==> config.mk <==
export PLATFORM = sky130hd
export DESIGN_NAME = ipv4_acl_first_match
export DESIGN_NICKNAME = d
export VERILOG_FILES = /design/src/sv/acl_pkg.sv /design/src/sv/acl_cell.sv /design/src/sv/ipv4_acl_first_match.sv
export SDC_FILE = /design/constraint.sdc
export NUM_CORES = 2
export LEC_CHECK = 0
export CORE_MARGIN = 2
export CORE_UTILIZATION = 47
export CTS_BUF_LIST = sky130_fd_sc_hd__clkbuf_8
export DETAILED_ROUTE_END_ITERATION = 10
export DONT_BUFFER_PORTS = 1
export PLACE_DENSITY = 0.7
export SLEW_MARGIN = 10
export SYNTH_ARGS = -nofsm -noshare
export SYNTH_HDL_FRONTEND = slang
export SYNTH_SLANG_ARGS = --single-unit
==> constraint.sdc <==
create_clock -name clk -period 46.3 [get_ports clk]
set_input_delay 11.575 -clock clk [delete_from_list [all_inputs] [get_ports clk]]
set_output_delay 11.575 -clock clk [all_outputs]
set_load 0.02 [all_outputs]
==> src/sv/acl_pkg.sv <==
// types, codes and helpers shared by the ipv4 access rule table
package acl_pkg;

  localparam logic OP_APPEND = 1'b0;
  localparam logic OP_LOOKUP = 1'b1;

  localparam logic [1:0] KIND_SUBNET = 2'd0;
  localparam logic [1:0] KIND_RANGE  = 2'd1;

  localparam logic [1:0] ST_INSERTED   = 2'd0;
  localparam logic [1:0] ST_BAD_PREFIX = 2'd1;
  localparam logic [1:0] ST_FULL       = 2'd2;
  localparam logic [1:0] ST_LOOKUP     = 2'd3;

  localparam logic [5:0] MAX_PREFIX = 6'd32;

  typedef struct packed {
    logic        operation;
    logic [1:0]  rule_kind;
    logic [31:0] rule_address;
    logic [31:0] range_end;
    logic [5:0]  prefix_length;
    logic [15:0] rule_tag;
    logic [31:0] test_address;
    logic        address_present;
  } acl_req_t;

  typedef struct packed {
    logic [1:0]  status;
    logic        allowed;
    logic        matched;
    logic [3:0]  matched_index;
    logic [15:0] matched_tag;
  } acl_result_t;

  typedef struct packed {
    logic [1:0]  kind;
    logic [31:0] masked_base;
    logic [31:0] mask;
    logic [31:0] lo;
    logic [31:0] hi;
    logic [15:0] tag;
  } acl_rule_t;

  typedef struct packed {
    logic        valid;
    logic [31:0] addr;
    logic        present;
    logic        found;
    logic [3:0]  index;
    logic [15:0] tag;
  } acl_token_t;

  function automatic logic [31:0] prefix_mask(input logic [5:0] plen);
    logic [5:0] sh;
    sh = MAX_PREFIX - plen;
    if (plen == 6'd0) begin
      return 32'h0;
    end
    return 32'hFFFF_FFFF << sh;
  endfunction

endpackage

==> src/sv/acl_cell.sv <==
// one rule cell: holds a rule and passes the lookup word to its neighbor
module acl_cell (
  input  logic               clk,
  input  logic               rst,
  input  logic               wr_en,
  input  acl_pkg::acl_rule_t wr_rule,
  input  logic               live,
  input  logic [3:0]         cell_index,
  input  acl_pkg::acl_token_t tok_in,
  output acl_pkg::acl_token_t tok_out
);

  acl_pkg::acl_rule_t rule;
  logic               kind_hit;
  logic               hit;

  always_ff @(posedge clk) begin
    if (wr_en) begin
      rule <= wr_rule;
    end
  end

  always_comb begin
    case (rule.kind)
      acl_pkg::KIND_SUBNET: kind_hit = (tok_in.addr & rule.mask) == rule.masked_base;
      acl_pkg::KIND_RANGE:  kind_hit = (tok_in.addr >= rule.lo) && (tok_in.addr <= rule.hi);
      default:              kind_hit = 1'b0;
    endcase
    hit = live && tok_in.present && kind_hit;
  end

  always_ff @(posedge clk) begin
    tok_out.addr    <= tok_in.addr;
    tok_out.present <= tok_in.present;
    tok_out.found   <= tok_in.found || hit;
    if (hit && !tok_in.found) begin
      tok_out.index <= cell_index;
      tok_out.tag   <= rule.tag;
    end else begin
      tok_out.index <= tok_in.index;
      tok_out.tag   <= tok_in.tag;
    end
    if (rst) begin
      tok_out.valid <= 1'b0;
    end else begin
      tok_out.valid <= tok_in.valid;
    end
  end

endmodule

==> src/sv/ipv4_acl_first_match.sv <==
// top level: ipv4 access rule table with first-match lookup
// append: result strobe in the cycle after start; busy stays low
// lookup on a non-empty table: the word walks the cell row, one cell a cycle,
//   the result is registered from the end of the row; busy is high until then
// lookup on an empty table: result in the cycle after start
// sync reset empties the table and sets the miss verdict to deny; results cannot be stalled
module ipv4_acl_first_match #(
  parameter int MAX_RULES = 16
) (
  input  logic                 clk,
  input  logic                 rst,
  input  logic                 start,
  input  acl_pkg::acl_req_t    req,
  output logic                 busy,
  output logic                 done,
  output acl_pkg::acl_result_t result,
  input  logic                 cfg_valid,
  output logic                 cfg_ready,
  input  logic                 cfg_data
);

  localparam int CNT_W = $clog2(MAX_RULES + 1);

  logic [CNT_W-1:0]     count;
  logic [CNT_W-1:0]     count_next;
  logic                 miss_allow;
  logic                 running;
  logic                 running_next;
  logic                 done_next;
  acl_pkg::acl_result_t result_next;

  logic                 accept;
  logic                 is_lookup;
  logic                 full;
  logic                 bad_prefix;
  logic                 insert_ok;
  logic                 launch;
  acl_pkg::acl_rule_t   new_rule;
  logic [31:0]          new_mask;
  acl_pkg::acl_token_t  chain [MAX_RULES+1];

  // config only while no lookup is in the row
  assign cfg_ready = !running && !start;
  assign busy      = running;

  assign accept     = start && !busy;
  assign is_lookup  = req.operation == acl_pkg::OP_LOOKUP;
  assign full       = count == CNT_W'(MAX_RULES);
  assign bad_prefix = (req.rule_kind == acl_pkg::KIND_SUBNET) &&
                      (req.prefix_length > acl_pkg::MAX_PREFIX);
  assign insert_ok  = accept && !is_lookup && !full && !bad_prefix;
  assign launch     = accept && is_lookup && (count != '0);

  always_comb begin
    new_mask             = acl_pkg::prefix_mask(req.prefix_length);
    new_rule.kind        = req.rule_kind;
    new_rule.mask        = new_mask;
    new_rule.masked_base = req.rule_address & new_mask;
    new_rule.tag         = req.rule_tag;
    if (req.rule_address <= req.range_end) begin
      new_rule.lo = req.rule_address;
      new_rule.hi = req.range_end;
    end else begin
      new_rule.lo = req.range_end;
      new_rule.hi = req.rule_address;
    end
  end

  always_comb begin
    chain[0].valid   = launch;
    chain[0].addr    = req.test_address;
    chain[0].present = req.address_present;
    chain[0].found   = 1'b0;
    chain[0].index   = 4'd0;
    chain[0].tag     = 16'd0;
  end

  for (genvar i = 0; i < MAX_RULES; i++) begin : g_cell
    acl_cell u_cell (
      .clk        (clk),
      .rst        (rst),
      .wr_en      (insert_ok && (count == CNT_W'(i))),
      .wr_rule    (new_rule),
      .live       (count > CNT_W'(i)),
      .cell_index (4'(i % 16)),
      .tok_in     (chain[i]),
      .tok_out    (chain[i+1])
    );
  end

  always_comb begin
    count_next = count + CNT_W'(insert_ok);
    if (launch) begin
      running_next = 1'b1;
    end else if (chain[MAX_RULES].valid) begin
      running_next = 1'b0;
    end else begin
      running_next = running;
    end
  end

  always_comb begin
    done_next   = 1'b0;
    result_next = '0;
    if (chain[MAX_RULES].valid) begin
      done_next                 = 1'b1;
      result_next.status        = acl_pkg::ST_LOOKUP;
      result_next.matched       = chain[MAX_RULES].found;
      result_next.allowed       = chain[MAX_RULES].found || miss_allow;
      result_next.matched_index = chain[MAX_RULES].index;
      result_next.matched_tag   = chain[MAX_RULES].tag;
    end else if (accept) begin
      if (is_lookup) begin
        done_next           = !launch;
        result_next.status  = acl_pkg::ST_LOOKUP;
        result_next.allowed = 1'b1;
      end else begin
        done_next = 1'b1;
        if (full) begin
          result_next.status = acl_pkg::ST_FULL;
        end else if (bad_prefix) begin
          result_next.status = acl_pkg::ST_BAD_PREFIX;
        end else begin
          result_next.status = acl_pkg::ST_INSERTED;
        end
      end
    end
  end

  always_ff @(posedge clk) begin
    result <= result_next;
    if (rst) begin
      count      <= '0;
      running    <= 1'b0;
      done       <= 1'b0;
      miss_allow <= 1'b0;
    end else begin
      count   <= count_next;
      running <= running_next;
      done    <= done_next;
      if (cfg_valid && cfg_ready) begin
        miss_allow <= cfg_data;
      end
    end
  end

`ifndef SYNTHESIS
  assert property (@(posedge clk) disable iff (rst)
    done |-> ($past(start && !busy) || $past(chain[MAX_RULES].valid)))
    else $error("result strobe without a cause");

  assert property (@(posedge clk) disable iff (rst)
    (start && !busy && (req.operation == acl_pkg::OP_LOOKUP) && (count == '0))
      |=> (done && result.allowed))
    else $error("empty table lookup not allowed at once");

  assert property (@(posedge clk) disable iff (rst)
    count <= CNT_W'(MAX_RULES))
    else $error("rule count past table size");

  assert property (@(posedge clk) disable iff (rst)
    chain[MAX_RULES].valid |-> busy)
    else $error("lookup word left the row while idle");
`endif

endmodule

[Word-level counts from Yosys, hierarchy flattened]
Index checks and enable logic that the tools add are counted.
Word-level totals
  register bits after elaboration: 3200
  latch bits: 0
  memory bits (writable): 0
  ROM bits: 0
  bits of input ports: 127
  output and inout bits: 27
  word-level logic and storage cells: 508
  memories: 0
Cells by class
  add/subtract/negate cells: 2
  multiply operators: 0
  div/mod/pow operators: 0
  magnitude comparators: 50
  eq/ne operators: 48
  shifts and indexed selects: 1
  muxes and demuxes: 46
  bitwise operators: 17
  reduce and logical (&&, ||, !) cells: 146
Operators with widths (count)
  $and 32x32->32: 17
  $le 32x32->1: 17
  $eq 32x32->1: 16
  $ge 32x32->1: 16
  $mux 16: 15
  $logic_and 1x1->1: 88
  $mux 32: 2
  $mux 64: 1
  $eq 5x4->1 const B: 8
  $gt 5x4->1 const B: 8
  $logic_not 2->1: 17
  $eq 2x1->1 const B: 16
  $pmux 1 s2: 16
  $shl 32x6->32 const A: 1
  $logic_not 1->1: 21
  $eq 5x3->1 const B: 4
  $gt 5x3->1 const B: 4
  $logic_or 1x1->1: 16
  $eq 5x2->1 const B: 2
  $gt 5x1->1 const B: 2
  $gt 5x2->1 const B: 2
  $mux 1: 9
  $gt 6x6->1 const B: 1
  $logic_not 6->1: 1
  9 further kinds: 10

[Logic depth before layout (Yosys ltp)]
  depth in word-level cells: 8
  gate-level depth with buffers: 12
  mapped depth without buffers: 10

[By module]
From an unflattened synthesis, not the netlist that was laid out.
Unflattened totals
  cell total of the unflattened synthesis: 10882
  area, all modules: 138716.8 µm²
Modules (own cells, without submodules)
  acl_cell: instances 16, cells an instance 653, area an instance 8454.4 µm², sequential area each 5485.3 µm²
  ipv4_acl_first_match: instances 1, cells an instance 434, area an instance 3447.1 µm², sequential area each 640.6 µm²

[Worst setup path after synthesis]
Ideal clock, no wire load.
  path kind: input to output
  from: input port start
  to: output port cfg_ready
  arrival time: 11.914 ns
  required time: 34.725 ns
  path slack: 22.811 ns
  stages: 1
  buffers on the path: 0
  cell sequence: nor2_1
On the way
  longest elaborated chain between the ends: 2
RTL lines
  from (decl): line ipv4_acl_first_match.sv:12  | input logic start,
  $logic_not 1->1: line ipv4_acl_first_match.sv:43  | assign cfg_ready = !running && !start;
  $logic_and 1x1->1: line ipv4_acl_first_match.sv:43
  to (decl): line ipv4_acl_first_match.sv:18  | output logic cfg_ready,
Every way passes these cells.

[Worst setup path in the final report]
Same ends and word-level chain as after synthesis.

==> run summary <==
grt met2 use: 0.474
Buffers & Inverters on Critical Path: 0
critical-path maximum fanout: 3
Max VDD drop: 21.8 uV
Synth Area in XOR/XNOR: 0.0357
Core Util, Final: 0.529
layout cells sized above 1: 0.121
routed vias/inst: 5.55
Synth Area in Adders: 0.104
Core Area: 270000 sq um
simple-gate share of the synthesized area: 0.0676
clk buf depth: 4
Slowest-stage cell, CP: nor2_1
global-route wire length before repair: 544000 um
Slew Viols, Final: 0
DRC: 0
initial drt markers: 7919
Async SR Flop Fraction: 0
reg-to-reg slack, setup: 40580 ps
RSZ-0062 raised after global routing: false
Hold WC Path Type: flop to flop
Port Buffer Count: 0
synthesized netlist net count: 10005
hold buffers post-CTS: 0
TritonRoute pass-1 iters: 6
largest net degree at the start of global routing: 144
multiplexer share of the synthesized area: 0.0276
Congestion Overflow GR: 0
setup TNS: 0 ps
Primary FF master, synth: edfxtp_1
clock root buffer: clkbuf_8
CTS tree: done
synthesized area per cell: 14.4 sq um
status: completed
crit path time final: 23510 ps
initial antenna violation count: 43
Crit Path Class: input pin to primary output
CTS resizes: 0
critical-path cell list: nor2_1
setup bufs post-CTS: 0
final wirelength: 394000 um
chip height: 524 um
CP delay by family, top: simple AND/OR/NAND/NOR gates
largest family of logic cells by synthesized area: adder cells
vias in the first global route: 74855
clock sinks: 3200
Worst path max stage delay: 360 ps
Leak: 0.0571 uW
Num CTS Buffers: 524
fillers: 21898
Layout area overhead: 12.2%
number of synthesized flops with an enable pin: 2336
clk_skew: 90.8 ps
M1 GR Usage: 0.320
fmax: 42.5 MHz
Distinct cells, synth: 80
CP Capture Type: primary output
P per Cell Area: 41.3 nW/um^2
Syn Inst Count: 8816
pin slew with the least headroom to its limit: 1440 ps
GRT met3 Usage: 0.0452
sequential share of the synthesized area: 0.687
# setup viols final: 0
chip width: 524 um
max_slew headroom: 0.0375
Final #Nets: 10565
worst-skew pair later-pin latency: 1060 ps
Syn. warnings: 0
WL/cell: 29.4 um
Synth Register Bits: 3200
Post-Synthesis Cell Area: 127000 sq um
post-synthesis compound-gate area fraction: 0.0434
routability cong.: 0.977
FP Rows: 191
HPWL after detailed placement: 289000 um
Clock Pin Slew Worst Setup and Hold Paths: 60 ps
Final Hold Vio Count: 0
Total GRT Usage: 0.284
initial core utilization: 0.471
layer with the highest usage: met2
Routed Antenna Nets: 0
CP required: 34720 ps
full die area: 275000 sq um
num ports: 154
Startpoint Class: input pin
H-Tree Level Count: 6
Final period util: 0.508
Via Count: 74451
Critical Path AT: 11940 ps
Max-cap violations: 0
-- cells by family (layout without fill, tap and decap cells) --
kind of cell / Yosys count / after routing
mux: 304 / 304
compound gates: 874 / 874
xor+xnor: 518 / 518
simple gates: 1723 / 1723
flops: 3200 / 3200
other cells: 0 / 33
buf+inv: 1135 / 2120
fa+ha+maj: 1062 / 1062
-- path summary, 6_finish.rpt --
| path | start | endpoint | cells past startpoint |
|---|---|---|---|
| worst max register to register | count[2] | g_cell[15].u_cell.rule[88] | 9 |
| worst min-delay path | g_cell[5].u_cell.tok_out[38] | g_cell[6].u_cell.tok_out[38] | 0 |
| worst max-delay path | start | cfg_ready | 1 |
| worst min register to register | g_cell[5].u_cell.tok_out[38] | g_cell[6].u_cell.tok_out[38] | 0 |
-- per-layer routing --
metal,part of all wire,up-vias
met1,0.35,36985
met5,0.000028,-
met3,0.066,1021
met4,0.097,2
li1,-,33084
met2,0.48,3359
-- sequential cells by signal, summed over array words and instances (netlist names) --
signal                 cells
miss_allow                 1
busy                       1
g_cell.u_cell.tok_out    832
done                       1
count                      5
result                    24
g_cell.u_cell.rule      2336
-- Yosys cell counts (9+ instances only) --
library cell | number | share of area
a2111oi_0 | 35 | 0.0024
a211oi_1 | 24 | 0.0014
a21o_1 | 94 | 0.0055
a21oi_1 | 373 | 0.015
a221o_1 | 16 | 0.0013
a221oi_1 | 28 | 0.0019
a22oi_1 | 9 | 0.00053
a31oi_1 | 13 | 0.00064
and2_1 | 76 | 0.0037
and3_1 | 12 | 0.00059
and4_1 | 35 | 0.0024
buf_2 | 22 | 0.00087
clkbuf_1 | 14 | 0.00041
dfxtp_1 | 864 | 0.14
edfxtp_1 | 2336 | 0.55
ha_1 | 1062 | 0.10
inv_1 | 1091 | 0.032
mux2_1 | 16 | 0.0014
mux2_2 | 265 | 0.023
mux2_4 | 23 | 0.0027
nand2_1 | 737 | 0.022
nand2b_1 | 48 | 0.0024
nand3_1 | 125 | 0.0049
nand3b_1 | 13 | 0.00077
nand4_1 | 262 | 0.013
nor2_1 | 119 | 0.0035
nor2b_1 | 60 | 0.0030
nor3_1 | 62 | 0.0024
nor4_1 | 94 | 0.0046
o211ai_1 | 32 | 0.0019
o21a_1 | 25 | 0.0015
o21ai_0 | 132 | 0.0052
o21bai_1 | 12 | 0.00071
or2_2 | 28 | 0.0014
or3_1 | 10 | 0.00049
or4_1 | 15 | 0.00089
xnor2_1 | 220 | 0.015
xor2_1 | 298 | 0.021
-- where the power goes --
part	switching [uW]	internal (uW)	total, uW
sequential	62.2	3140	3200
clock	1150	1280	2420
combinational	202	73.6	276
-- cell type report --
| cell class | count | area (sq um) | share of cell area |
|---|---|---|---|
| Clock inverter | 349 | 2000 | 0.0140 |
| Sequential cell | 3200 | 87400 | 0.612 |
| Multi-Input combinational cell | 4481 | 35800 | 0.251 |
| Timing Repair Buffer | 78 | 636 | 0.00445 |
| Inverter | 1091 | 4100 | 0.0287 |
| Clock buffer | 602 | 8290 | 0.0580 |
| Antenna cell | 33 | 82.6 | 0.000578 |
| Tap cell | 3570 | 4470 | 0.0313 |
-- cell usage in the layout, fill, tap and decap left out, drive strengths merged, types with 18 or more instances in the layout --
cell	instances
a2111oi	36
a211oi	24
a21o	94
a21oi	373
a221oi	28
and2	82
and4	35
buf	78
clkbuf	602
clkinv	118
clkinvlp	18
dfxtp	864
diode	33
edfxtp	2336
ha	1062
inv	1290
mux2	304
nand2	737
nand2b	48
nand3	125
nand4	262
nor2	119
nor2b	60
nor3	64
nor4	94
o211ai	33
o21a	25
o21ai	134
or2	28
xnor2	220
xor2	298
-- per-stage QoR --
step,total power [uW],hold WS [ps],std cells,worst slack [ps],cell area (sq um)
2_1_floorplan,3360,323,8816,22810,127000
3_3_place_gp,3520,329,12420,22780,132000
3_5_place_dp,3530,331,12420,22780,132000
4_1_cts,5910,340,13371,22780,143000
5_1_grt,6060,347,13393,22760,143000
6_report,5900,336,13404,22790,143000
Note: power is estimated with default switching activity, not from simulation.
